File: src/sv/skbi_pkg.sv
`timescale 1ns / 1ps

package skbi_pkg;

    localparam int KEY_W    = 32;
    localparam int COUNT_W  = 3;
    localparam int LENGTH_W = 32;
    localparam int HASH_W   = 32;
    localparam int TSIZE_W  = 25;

    localparam logic [TSIZE_W-1:0] TSIZE_RESET = 25'd2;
    localparam logic [TSIZE_W-1:0] TSIZE_MIN   = 25'd2;

    // avalanche shift amounts, in step order
    localparam int AV_S0 = 3;
    localparam int AV_S1 = 5;
    localparam int AV_S2 = 4;
    localparam int AV_S3 = 17;
    localparam int AV_S4 = 25;
    localparam int AV_S5 = 6;

    localparam int AV_STEPS = 6;
    localparam int STEP_W   = 3;

    typedef enum logic [1:0] {
        ST_IDLE,
        ST_AVAL,
        ST_DIV,
        ST_WAIT
    } skbi_state_t;

    // divider status back to the sequencer
    typedef struct packed {
        logic busy;
        logic done;
    } skbi_div_stat_t;

endpackage

File: src/sv/skbi_if.sv
`timescale 1ns / 1ps

interface skbi_key_if;
    import skbi_pkg::*;

    logic                valid;
    logic                ready;
    logic [KEY_W-1:0]    key_bytes;
    logic [COUNT_W-1:0]  byte_count;
    logic [LENGTH_W-1:0] key_length;
    logic                first_chunk;
    logic                last_chunk;

    modport source (
        output valid, key_bytes, byte_count, key_length, first_chunk, last_chunk,
        input  ready
    );
    modport sink (
        input  valid, key_bytes, byte_count, key_length, first_chunk, last_chunk,
        output ready
    );
endinterface

interface skbi_hash_if #(
    parameter int INDEX_WIDTH = 24
);
    import skbi_pkg::*;

    logic                   valid;
    logic                   ready;
    logic [INDEX_WIDTH-1:0] bucket_index;
    logic [HASH_W-1:0]      raw_hash;

    modport source (
        output valid, bucket_index, raw_hash,
        input  ready
    );
    modport sink (
        input  valid, bucket_index, raw_hash,
        output ready
    );
endinterface

interface skbi_cfg_if;
    import skbi_pkg::*;

    logic               valid;
    logic               ready;
    logic [TSIZE_W-1:0] table_size;

    modport source (
        output valid, table_size,
        input  ready
    );
    modport sink (
        input  valid, table_size,
        output ready
    );
endinterface

File: src/sv/skbi_divider.sv
`timescale 1ns / 1ps

module skbi_divider #(
    parameter int DIVISOR_WIDTH = 25
) (
    input  logic                         clk,
    input  logic                         rst_n,
    input  logic                         start,
    input  logic [skbi_pkg::HASH_W-1:0]  dividend,
    input  logic [DIVISOR_WIDTH-1:0]     divisor,
    output skbi_pkg::skbi_div_stat_t     stat,
    output logic [DIVISOR_WIDTH-1:0]     remainder
);
    import skbi_pkg::*;

    localparam int REM_W = DIVISOR_WIDTH + 1;
    localparam int CNT_W = $clog2(HASH_W);
    localparam logic [CNT_W-1:0] CNT_LAST = CNT_W'(HASH_W - 1);

    logic [REM_W-1:0]         rem_reg, rem_next;
    logic [HASH_W-1:0]        dvd_reg, dvd_next;
    logic [DIVISOR_WIDTH-1:0] dsr_reg;
    logic [CNT_W-1:0]         cnt_reg, cnt_next;
    logic                     busy_reg, busy_next;
    logic                     done_reg, done_next;
    logic [REM_W-1:0]         shifted;
    logic [REM_W-1:0]         dsr_ext;

    // one restoring step per cycle, msb of the dividend first
    always_comb
    begin
        shifted  = {rem_reg[REM_W-2:0], dvd_reg[HASH_W-1]};
        dsr_ext  = {1'b0, dsr_reg};
        rem_next = rem_reg;
        dvd_next = dvd_reg;
        cnt_next = cnt_reg;
        busy_next = busy_reg;
        done_next = 1'b0;
        if (start)
        begin
            rem_next  = '0;
            dvd_next  = dividend;
            cnt_next  = '0;
            busy_next = 1'b1;
        end
        else if (busy_reg)
        begin
            rem_next = (shifted >= dsr_ext) ? (shifted - dsr_ext) : shifted;
            dvd_next = {dvd_reg[HASH_W-2:0], 1'b0};
            cnt_next = cnt_reg + 1'b1;
            if (cnt_reg == CNT_LAST)
            begin
                busy_next = 1'b0;
                done_next = 1'b1;
            end
        end
    end

    always_ff @(posedge clk or negedge rst_n)
    begin
        if (!rst_n)
        begin
            cnt_reg  <= '0;
            busy_reg <= 1'b0;
            done_reg <= 1'b0;
        end
        else
        begin
            cnt_reg  <= cnt_next;
            busy_reg <= busy_next;
            done_reg <= done_next;
        end
    end

    always_ff @(posedge clk)
    begin
        rem_reg <= rem_next;
        dvd_reg <= dvd_next;
        if (start)
        begin
            dsr_reg <= divisor;
        end
    end

    assign stat.busy = busy_reg;
    assign stat.done = done_reg;
    assign remainder = rem_reg[DIVISOR_WIDTH-1:0];

endmodule

File: src/sv/string_key_hash_bucket_index_unit.sv
`timescale 1ns / 1ps

// string key hash to bucket index
// key_in: one transfer per 4-byte little-endian chunk of a key; first_chunk
//   seeds the hash with key_length, last_chunk closes the key
// hash_out: one transfer per key, bucket_index = raw_hash mod table size
// cfg: writes table_size (clamped to 2 .. 2^INDEX_WIDTH), ready is always high;
//   write it only while no key is in flight
// a chunk that is not last is mixed into the running hash and key_in stays ready
// a last chunk holds key_in through its own transfer, the avalanche steps of the
//   shared shift/xor/add step, the one-bit-per-cycle restoring divider, a
//   hand-over and the load of the output register, which waits while a
//   previous result is still stalled on hash_out
// key_in is not ready from the last chunk until the result sits in the
//   output register
// the output register parts the two sides: chunks of the next key are taken
//   while a result waits; if hash_out stalls, the next result holds in the
//   wait state until the register frees up
// reset: sequencer idle, running hash 0, table_size 2, no result pending
module string_key_hash_bucket_index_unit #(
    parameter int INDEX_WIDTH = 24
) (
    input  logic        clk,
    input  logic        rst_n,
    skbi_key_if.sink    key_in,
    skbi_hash_if.source hash_out,
    skbi_cfg_if.sink    cfg
);
    import skbi_pkg::*;

    // divisor wide enough for 2^INDEX_WIDTH
    localparam int SIZE_W = INDEX_WIDTH + 1;
    localparam int CMP_W  = (SIZE_W > TSIZE_W) ? SIZE_W : TSIZE_W;
    localparam logic [CMP_W-1:0] SIZE_CAP = CMP_W'(1) << INDEX_WIDTH;
    localparam logic [STEP_W-1:0] STEP_LAST = STEP_W'(AV_STEPS - 1);

    // sign-extend one key byte
    function automatic logic [HASH_W-1:0] sext_byte(input logic [7:0] b);
        sext_byte = {{(HASH_W - 8){b[7]}}, b};
    endfunction

    // chunk mixing, combinational
    function automatic logic [HASH_W-1:0] mix_chunk(
        input logic [HASH_W-1:0]  h_in,
        input logic [KEY_W-1:0]   data,
        input logic [COUNT_W-1:0] count
    );
        logic [HASH_W-1:0] h;
        logic [HASH_W-1:0] t;
        h = h_in;
        case (count) inside
            3'd4, 3'd5, 3'd6, 3'd7:
            begin
                h = h + {16'd0, data[15:0]};
                t = {5'd0, data[31:16], 11'd0} ^ h;
                h = {h[15:0], 16'd0} ^ t;
                h = h + (h >> 11);
            end
            3'd3:
            begin
                h = h + {16'd0, data[15:0]};
                h = h ^ (h << 16);
                h = h ^ (sext_byte(data[23:16]) << 18);
                h = h + (h >> 11);
            end
            3'd2:
            begin
                h = h + {16'd0, data[15:0]};
                h = h ^ (h << 11);
                h = h + (h >> 17);
            end
            3'd1:
            begin
                h = h + sext_byte(data[7:0]);
                h = h ^ (h << 10);
                h = h + (h >> 1);
            end
            default:
            begin
                h = h_in;
            end
        endcase
        mix_chunk = h;
    endfunction

    // shared avalanche step: xor with left shift or add of right shift
    function automatic logic [HASH_W-1:0] aval_step(
        input logic [HASH_W-1:0] h,
        input logic [STEP_W-1:0] idx
    );
        case (idx)
            3'd0:    aval_step = h ^ (h << AV_S0);
            3'd1:    aval_step = h + (h >> AV_S1);
            3'd2:    aval_step = h ^ (h << AV_S2);
            3'd3:    aval_step = h + (h >> AV_S3);
            3'd4:    aval_step = h ^ (h << AV_S4);
            default: aval_step = h + (h >> AV_S5);
        endcase
    endfunction

    skbi_state_t state_reg, state_next;

    logic [HASH_W-1:0]      hash_reg, hash_next;
    logic [STEP_W-1:0]      step_reg, step_next;
    logic [TSIZE_W-1:0]     tsize_reg;
    logic                   out_valid_reg, out_valid_next;
    logic [INDEX_WIDTH-1:0] bucket_reg;
    logic [HASH_W-1:0]      raw_reg;
    logic                   load_out;

    logic                   in_xfer;
    logic                   empty_key;
    logic [HASH_W-1:0]      seed;
    logic [HASH_W-1:0]      aval_out;
    logic                   div_start;
    logic [CMP_W-1:0]       tsize_ext;
    logic [CMP_W-1:0]       size_clamp;
    logic [SIZE_W-1:0]      size_eff;
    skbi_div_stat_t         div_stat;
    logic [SIZE_W-1:0]      div_rem;

    // handshakes
    assign key_in.ready = (state_reg == ST_IDLE);
    assign cfg.ready    = 1'b1;
    assign in_xfer      = key_in.valid && key_in.ready;

    assign hash_out.valid        = out_valid_reg;
    assign hash_out.bucket_index = bucket_reg;
    assign hash_out.raw_hash     = raw_reg;

    // effective bucket count
    always_comb
    begin
        tsize_ext  = CMP_W'(tsize_reg);
        size_clamp = tsize_ext;
        if (tsize_ext < CMP_W'(TSIZE_MIN))
        begin
            size_clamp = CMP_W'(TSIZE_MIN);
        end
        else if (tsize_ext > SIZE_CAP)
        begin
            size_clamp = SIZE_CAP;
        end
        size_eff = size_clamp[SIZE_W-1:0];
    end

    assign empty_key = key_in.first_chunk && key_in.last_chunk && (key_in.key_length == '0);
    assign seed      = key_in.first_chunk ? key_in.key_length : hash_reg;
    assign aval_out  = aval_step(hash_reg, step_reg);

    // sequencer
    always_comb
    begin
        state_next     = state_reg;
        hash_next      = hash_reg;
        step_next      = step_reg;
        div_start      = 1'b0;
        load_out       = 1'b0;
        out_valid_next = out_valid_reg;
        if (hash_out.valid && hash_out.ready)
        begin
            out_valid_next = 1'b0;
        end
        unique case (state_reg)
            ST_IDLE:
            begin
                if (in_xfer)
                begin
                    if (empty_key)
                    begin
                        // avalanche and modulo of zero both give zero
                        hash_next  = '0;
                        step_next  = '0;
                        state_next = ST_AVAL;
                    end
                    else
                    begin
                        hash_next = mix_chunk(seed, key_in.key_bytes, key_in.byte_count);
                        if (key_in.last_chunk)
                        begin
                            step_next  = '0;
                            state_next = ST_AVAL;
                        end
                    end
                end
            end
            ST_AVAL:
            begin
                hash_next = aval_out;
                step_next = step_reg + 1'b1;
                if (step_reg == STEP_LAST)
                begin
                    div_start  = 1'b1;
                    state_next = ST_DIV;
                end
            end
            ST_DIV:
            begin
                if (div_stat.done)
                begin
                    state_next = ST_WAIT;
                end
            end
            ST_WAIT:
            begin
                if (!out_valid_reg || hash_out.ready)
                begin
                    load_out       = 1'b1;
                    out_valid_next = 1'b1;
                    hash_next      = '0;
                    state_next     = ST_IDLE;
                end
            end
            default:
            begin
                state_next = ST_IDLE;
            end
        endcase
    end

    always_ff @(posedge clk or negedge rst_n)
    begin
        if (!rst_n)
        begin
            state_reg <= ST_IDLE;
        end
        else
        begin
            state_reg <= state_next;
        end
    end

    always_ff @(posedge clk or negedge rst_n)
    begin
        if (!rst_n)
        begin
            hash_reg      <= '0;
            step_reg      <= '0;
            tsize_reg     <= TSIZE_RESET;
            out_valid_reg <= 1'b0;
        end
        else
        begin
            hash_reg      <= hash_next;
            step_reg      <= step_next;
            out_valid_reg <= out_valid_next;
            if (cfg.valid && cfg.ready)
            begin
                tsize_reg <= cfg.table_size;
            end
        end
    end

    // result payload
    always_ff @(posedge clk)
    begin
        if (load_out)
        begin
            bucket_reg <= div_rem[INDEX_WIDTH-1:0];
            raw_reg    <= hash_reg;
        end
    end

    // shared modulo unit, dividend latched at start
    skbi_divider #(
        .DIVISOR_WIDTH (SIZE_W)
    ) u_div (
        .clk       (clk),
        .rst_n     (rst_n),
        .start     (div_start),
        .dividend  (aval_out),
        .divisor   (size_eff),
        .stat      (div_stat),
        .remainder (div_rem)
    );

endmodule

File: src/flat_wrapper.sv
// flat-port wrapper written by rule: the top's interface ports become plain ports
module string_key_hash_bucket_index_unit_flat import skbi_pkg::*;
#(
    parameter int INDEX_WIDTH = 24
)
  (clk, rst_n, key_in_valid, key_in_key_bytes, key_in_byte_count, key_in_key_length, key_in_first_chunk, key_in_last_chunk, key_in_ready, hash_out_valid, hash_out_bucket_index, hash_out_raw_hash, hash_out_ready, cfg_valid, cfg_table_size, cfg_ready);
  skbi_key_if key_in_i ();
  skbi_hash_if #(.INDEX_WIDTH(INDEX_WIDTH)) hash_out_i ();
  skbi_cfg_if cfg_i ();
  input  logic clk;
  input  logic rst_n;
  input wire logic [$bits(key_in_i.valid)-1:0] key_in_valid;
  input wire logic [$bits(key_in_i.key_bytes)-1:0] key_in_key_bytes;
  input wire logic [$bits(key_in_i.byte_count)-1:0] key_in_byte_count;
  input wire logic [$bits(key_in_i.key_length)-1:0] key_in_key_length;
  input wire logic [$bits(key_in_i.first_chunk)-1:0] key_in_first_chunk;
  input wire logic [$bits(key_in_i.last_chunk)-1:0] key_in_last_chunk;
  output wire logic [$bits(key_in_i.ready)-1:0] key_in_ready;
  output wire logic [$bits(hash_out_i.valid)-1:0] hash_out_valid;
  output wire logic [$bits(hash_out_i.bucket_index)-1:0] hash_out_bucket_index;
  output wire logic [$bits(hash_out_i.raw_hash)-1:0] hash_out_raw_hash;
  input wire logic [$bits(hash_out_i.ready)-1:0] hash_out_ready;
  input wire logic [$bits(cfg_i.valid)-1:0] cfg_valid;
  input wire logic [$bits(cfg_i.table_size)-1:0] cfg_table_size;
  output wire logic [$bits(cfg_i.ready)-1:0] cfg_ready;
  assign key_in_i.valid = key_in_valid;
  assign key_in_i.key_bytes = key_in_key_bytes;
  assign key_in_i.byte_count = key_in_byte_count;
  assign key_in_i.key_length = key_in_key_length;
  assign key_in_i.first_chunk = key_in_first_chunk;
  assign key_in_i.last_chunk = key_in_last_chunk;
  assign key_in_ready = key_in_i.ready;
  assign hash_out_valid = hash_out_i.valid;
  assign hash_out_bucket_index = hash_out_i.bucket_index;
  assign hash_out_raw_hash = hash_out_i.raw_hash;
  assign hash_out_i.ready = hash_out_ready;
  assign cfg_i.valid = cfg_valid;
  assign cfg_i.table_size = cfg_table_size;
  assign cfg_ready = cfg_i.ready;
  string_key_hash_bucket_index_unit #(.INDEX_WIDTH(INDEX_WIDTH)) u_core (.clk(clk), .rst_n(rst_n), .key_in(key_in_i), .hash_out(hash_out_i), .cfg(cfg_i));
endmodule
File: config.mk
export PLATFORM = sky130hd
export DESIGN_NAME = string_key_hash_bucket_index_unit_flat
export DESIGN_NICKNAME = d
export VERILOG_FILES = /design/src/sv/skbi_pkg.sv /design/src/sv/skbi_if.sv /design/src/sv/skbi_divider.sv /design/src/sv/string_key_hash_bucket_index_unit.sv /design/src/flat_wrapper.sv
export SDC_FILE = /design/constraint.sdc
export NUM_CORES = 1
export LEC_CHECK = 0
export BUFFER_PORTS_ARGS = -buffer_cell sky130_fd_sc_hd__buf_2
export CAP_MARGIN = 10
export CORE_ASPECT_RATIO = 1.5
export CORE_MARGIN = 5
export CORE_UTILIZATION = 50
export DETAILED_ROUTE_END_ITERATION = 10
export HOLD_SLACK_MARGIN = 0.08
export PLACE_DENSITY_LB_ADDON = 0.08
export REMOVE_ABC_BUFFERS = 1
export SLEW_MARGIN = 5
export SYNTH_ARGS = -nofsm -noshare
export SYNTH_HDL_FRONTEND = slang
export SYNTH_SLANG_ARGS = --single-unit
File: constraint.sdc
create_clock -name clk -period 11.6 [get_ports clk]
set_clock_uncertainty 0.05 [all_clocks]
set_input_delay 1.74 -clock clk [delete_from_list [all_inputs] [get_ports clk]]
set_output_delay 1.74 -clock clk [all_outputs]
set_load 0.01 [all_outputs]
==> flow_summary.json, run 1 <==
{
  "ys_ff_latch": 208,
  "grt_max_degree": 71,
  "finalInstanceArea_um2": 24480,
  "synth.top_cell.area_share": 0.1511,
  "hold_violations": 0,
  "cts_root_buf": "clkbuf_16",
  "die_h_um": 269.6,
  "grt_antenna_before_repair": 7,
  "cts_setup_buffers": 0,
  "setup-tns-final_ns": 0,
  "cts_sinks": 208,
  "cts_tree": "done",
  "final_antenna_net_count": 0,
  "syn_inst": 2713,
  "cp.arrival_ns": 9.95,
  "endpoint_kind": "register",
  "post-route-period-util": 0.8296,
  "cts_buffer_depth": 3,
  "synth_cell_types": 99,
  "yosysWarningCount": 0,
  "drv_cap": 0,
  "grt_pass1_vias": 22320,
  "pin_count": 158,
  "fin_nets": 3096,
  "finalSetupViolCount": 0,
  "cts_resized": 0,
  "placed_area_um2": 23850,
  "core_region_area_um2": 44690,
  "grt_pass1_wl_mm": 138.6,
  "postSynthAreaPerCell_um2": 8.277,
  "die_w_um": 183.0,
  "numCtsBuffers": 20,
  "die-area_um2": 49340,
  "start_util": 0.5025,
  "insertion_delay_ns": 0.51,
  "slew_headroom": 0.1260,
  "drc_errors": 0,
  "grt_setup_unrepaired": "no",
  "fmax_ghz": 0.1039,
  "hp-class": "register to register",
  "synth.most_common_cell": "nand2_1",
  "gp_congestion": 1.099,
  "netlist_area_um2": 22460,
  "first_iter_violations": 1875,
  "synth_edf_count": 113,
  "avgRoutedWirePerCell_um": 28.31,
  "slew_violations": 0,
  "yosysSeqAreaShare": 0.2514,
  "worst_pin_slew_ns": 1.299,
  "synth_top_area_cell": "edfxtp_1",
  "grt.overflow.total": 0,
  "post-dp-hpwl_mm": 77.63,
  "min_period_ns": 9.624,
  "synth.area.top_cells": "edfxtp_1 (15%), ha_1 (11%), dfrtp_1 (7.7%)",
  "cp-start-kind": "input pin",
  "hold_buffers": 0,
  "layout-drive-gt1-share": 0.1158,
  "ys_top_cells_by_count": "nand2_1 (257), o21ai_0 (214), a21oi_1 (209)",
  "portBuffers": 156,
  "status": "completed",
  "ys.flop_type": "edfxtp_1",
  "first_pass_iters": 6,
  "routed_wl_mm": 96.20,
  "vias": 22670,
  "critPathKind": "input pin to register",
  "viasPerCell": 6.670,
  "path_max_fanout": 42,
  "flow.area_growth_from_synthesis_pct": 9.009,
  "track_usage": 0.3714,
  "htreeDepth": 1,
  "cp.required_ns": 11.93,
  "rows": 95,
  "clkTransAtPathRegs_ns": 0.07,
  "ys_async_sr_fraction": 0.3365
}
==> worst paths after layout <==
check                      cells after the start                         endpoint  slack, ns               startpoint
setup / recovery                              23              u_core.hash_reg[24]       1.98       key_in_first_chunk
hold / removal                                 0  u_core.hash_out.bucket_index[8]       0.44  u_core.u_div.rem_reg[8]
setup reg to reg                              22              u_core.hash_reg[24]       3.31       u_core.hash_reg[1]
hold reg to reg                                0  u_core.hash_out.bucket_index[8]       0.44  u_core.u_div.rem_reg[8]
max in group asynchronous                      1              u_core.tsize_ext[0]       9.48                    rst_n
min in group asynchronous                      1              u_core.state_reg[0]       1.37                    rst_n
==> kinds of logic (layout without fill, tap and decap cells) <==
| kind of cell | Yosys count | after routing | share of synthesized area |
|---|---|---|---|
| flops | 208 | 208 | 0.2514 |
| xor+xnor | 263 | 263 | 0.1134 |
| other cells | 1 | 3 | 0.0001670 |
| mux | 100 | 100 | 0.05059 |
| simple gates | 781 | 781 | 0.1648 |
| compound gates | 893 | 893 | 0.2611 |
| buf+inv | 270 | 371 | 0.04636 |
| fa+ha+maj | 197 | 197 | 0.1121 |
==> final cells by class <==
class | instances | area [µm²]
clock buffer | 29 | 565.5
multi-input combinational | 2235 | 15830
tap | 582 | 728.2
antenna | 2 | 5.005
clock inverter | 7 | 61.31
fill | 4277 | 20210
timing repair buffer | 205 | 1151
inverter | 130 | 490.5
sequential | 208 | 5647
==> routing by layer <==
| metal | wire length (µm) | global-route usage |
|---|---|---|
| met3 | 6488 | 0.05205 |
| met2 | 48260 | 0.6726 |
| met4 | 11580 | 0.3476 |
| met1 | 29820 | 0.3512 |
| met5 | 52 | 0 |
==> critical path, cell delays in order <==
cell,delay (ns)
buf_2,0.76
o21ai_0,0.31
ha_1,0.30
fa_1,0.44
a211oi_1,0.34
o211ai_1,0.28
nand2_1,0.25
o21ai_0,0.18
xor2_1,0.77
xor2_1,0.21
ha_1,0.40
and2_1,0.20
a211oi_1,0.44
o31ai_1,0.22
o2111a_1,0.33
o41ai_1,0.74
a211oi_1,0.17
o41ai_2,0.67
o21ai_0,0.24
xor2_1,0.18
mux4_2,0.47
o21ai_0,0.18
o211ai_1,0.12
==> per-stage QoR <==
step	worst slack, ns	std cells	hold slack, ns	utilization
finish	1.976	3398	0.4403	0.5477
global route	1.424	3397	0.4633	0.5477
CTS	2.190	3396	0.4446	0.5476
detailed placement	1.689	3360	0.4220	0.5336
global placement	1.819	3360	0.4226	0.5336
floorplan	4.187	2573	0.3921	-
==> layout by cell type, fill, tap and decap left out, types with 12 or more instances in the layout <==
cell type,n
a211oi_1,45
a21boi_0,12
a21o_1,53
a21oi_1,209
a22oi_1,34
a311oi_1,14
a31oi_1,30
and2_1,16
and3_1,23
buf_2,155
buf_4,50
clkbuf_16,21
dfrtp_1,69
dfxtp_1,25
edfxtp_1,113
ha_1,190
inv_1,126
mux2_2,48
mux2i_1,44
nand2_1,257
nand2b_1,27
nand3_1,49
nand4_1,22
nor2_1,191
nor2b_1,50
nor3_1,68
nor4_1,20
o211ai_1,39
o21a_1,40
o21ai_0,214
o21bai_1,25
o22ai_1,23
o31ai_1,22
or3_1,15
xnor2_1,153
xor2_1,90
Power of run 1 is not shown: default switching activity piles up to over one toggle a cycle in this logic, so the estimate is an artifact.
==> run 2, diff against run 1 <==
Clock period 11.6 ns to 8.3 ns, I/O delays scaled along.
==> run 2 against run 1 <==
Compared with the run above:
- first-iteration DRC count is 7.9% higher
- cell count is 1.6% higher
- register-to-register slack worse by 2.8 ns
- die area stayed put
- routed wire length is 2.6% higher
- count of clock-buffer cells in the layout is 8 lower
- sequential cell count stayed put
- core utilization is 1.0 points higher
- hold slack better by 0.0070 ns
- non-clock buffer count is 55 higher
- design area is 1.9% higher
- critical endpoint unchanged
- highest routed layer unchanged
==> flow_summary.json, run 2 (synthesis results as in run 1) <==
{
  "status": "completed",
  "hp-class": "register to register",
  "critPathMaxStageDelay_ns": 0.61,
  "viasPerCell": 6.619,
  "fmax_ghz": 0.1274,
  "post-dp-hpwl_mm": 79.90,
  "cts_buffer_depth": 3,
  "endpoint_kind": "register",
  "cts_resized": 0,
  "hold_buffers": 0,
  "die_w_um": 183.0,
  "track_usage": 0.3839,
  "first_pass_iters": 9,
  "routed_wl_mm": 98.65,
  "flow.area_growth_from_synthesis_pct": 11.05,
  "cp.arrival_ns": 8.19,
  "vias": 22860,
  "htreeDepth": 1,
  "cts_root_buf": "clkbuf_16",
  "cts_sinks": 208,
  "regArea_um2": 5647,
  "avgRoutedWirePerCell_um": 28.57,
  "first_iter_violations": 2024,
  "rows": 95,
  "reg2reg_to": "u_core.hash_reg[24]",
  "fin_nets": 3151,
  "pin_count": 158,
  "worst_pin_slew_ns": 1.176,
  "hold_violations": 0,
  "setup-tns-final_ns": 0,
  "grt_pass1_wl_mm": 143.0,
  "multi_input_area_um2": 15810,
  "core_region_area_um2": 44690,
  "post-route-period-util": 0.9456,
  "final_antenna_net_count": 0,
  "critPathKind": "input pin to register",
  "holdWs_ns": 0.4473,
  "insertion_delay_ns": 0.52,
  "whs_path_depth": 0,
  "slew_violations": 0,
  "slowest_stage": "or4b_1",
  "grt_pass1_vias": 22730,
  "final_common_cell": "nand2_1",
  "grt_max_degree": 71,
  "layout_common_cells": "nand2_1 (257), o21ai_0 (214), a21oi_1 (209)",
  "grt_antenna_before_repair": 4,
  "layout-drive-gt1-share": 0.1342,
  "die-area_um2": 49340,
  "numCtsBuffers": 20,
  "r2r_slack_ns": 0.52,
  "r2r_start": "u_core.hash_reg[1]",
  "min_period_ns": 7.849,
  "portBuffers": 156,
  "cts_setup_buffers": 0,
  "drv_cap": 0,
  "holdPathEnd": "u_core.hash_out.bucket_index[2]",
  "drc_errors": 0,
  "cts_tree": "done",
  "grt_setup_unrepaired": "no",
  "die_h_um": 269.6,
  "n_fill_cell": 4156,
  "crit_chain": "buf_2 > o21ai_0 > ha_1 > a211o_1 > a211o_1 > o211a_1 > o211ai_1 > a32oi_1 > xnor2_1 > inv_1 > ha_1 > nor2b_1 > o31ai_1 > a211oi_1 > a311oi_1 > nor3b_1 > o31ai_1 > or4b_1 > nor2_1 > xor2_1 > mux4_2 > o21ai_0 > o211ai_1",
  "cp.required_ns": 8.64,
  "slew_headroom": 0.2079,
  "hp-start": "u_core.u_div.rem_reg[2]",
  "gp_congestion": 1.114,
  "cp-start-kind": "input pin",
  "start_util": 0.5025,
  "clkTransAtPathRegs_ns": 0.07,
  "path_max_fanout": 11,
  "r2r_cells": 23,
  "grt.overflow.total": 0,
  "finalSetupViolCount": 0
}
==> run 2: cell type report <==
cell class | count | share of cell area
diodes | 2 | 0.0002007
clock buffers | 21 | 0.02107
well taps | 582 | 0.02920
multi-input cells | 2235 | 0.6341
repair buffers | 260 | 0.06271
clock inverters | 15 | 0.006673
flip-flops and latches | 208 | 0.2264
inverters | 130 | 0.01967
==> run 2: worst max-delay path by stage <==
| stage | to | cells after the start | startpoint | slack, ns |
|---|---|---|---|---|
| global route | u_core.hash_reg[29] | 23 | key_in_first_chunk | 0.13 |
| detailed placement | u_core.hash_reg[24] | 24 | key_in_first_chunk | 0.08 |
| global placement | u_core.hash_reg[29] | 23 | key_in_first_chunk | 0.11 |
| floorplan | u_core.hash_reg[24] | 24 | key_in_key_length[0] | 1.38 |
| finish | u_core.hash_reg[24] | 23 | key_in_first_chunk | 0.45 |
| CTS | u_core.hash_reg[24] | 24 | key_in_first_chunk | 0.60 |
==> run 2: through the flow <==
step | utilization | cell area (µm²) | cells | worst slack [ns]
CTS | 0.5579 | 24930 | 3451 | 0.6034
finish | 0.5580 | 24940 | 3453 | 0.4511
detailed placement | 0.5424 | 24240 | 3415 | 0.08143
global route | 0.5580 | 24940 | 3452 | 0.1272
global placement | 0.5424 | 24240 | 3415 | 0.1147
floorplan | - | 21910 | 2573 | 1.382
==> run 2: critical path, delay by kind of cell <==
| kind | cells | cell delay, ns |
|---|---|---|
| fa+ha+maj | 2 | 0.73 |
| mux | 1 | 0.48 |
| buf+inv | 2 | 0.29 |
| xor+xnor | 2 | 0.71 |
| compound gates | 12 | 3.44 |
| simple gates | 4 | 1.26 |
==> run 2: per-layer routing <==
layer / wire length (µm) / GRT usage / part of all wire / vias up
li1: - / - / - / 10340
met1: 31490 / 0.3749 / 0.32 / 10860
met2: 48900 / 0.6810 / 0.50 / 1197
met3: 6115 / 0.05380 / 0.062 / 458
met4: 12120 / 0.3611 / 0.12 / 4
met5: 25 / 0 / 0.00025 / -
Power of run 2 is left out for the same reason.
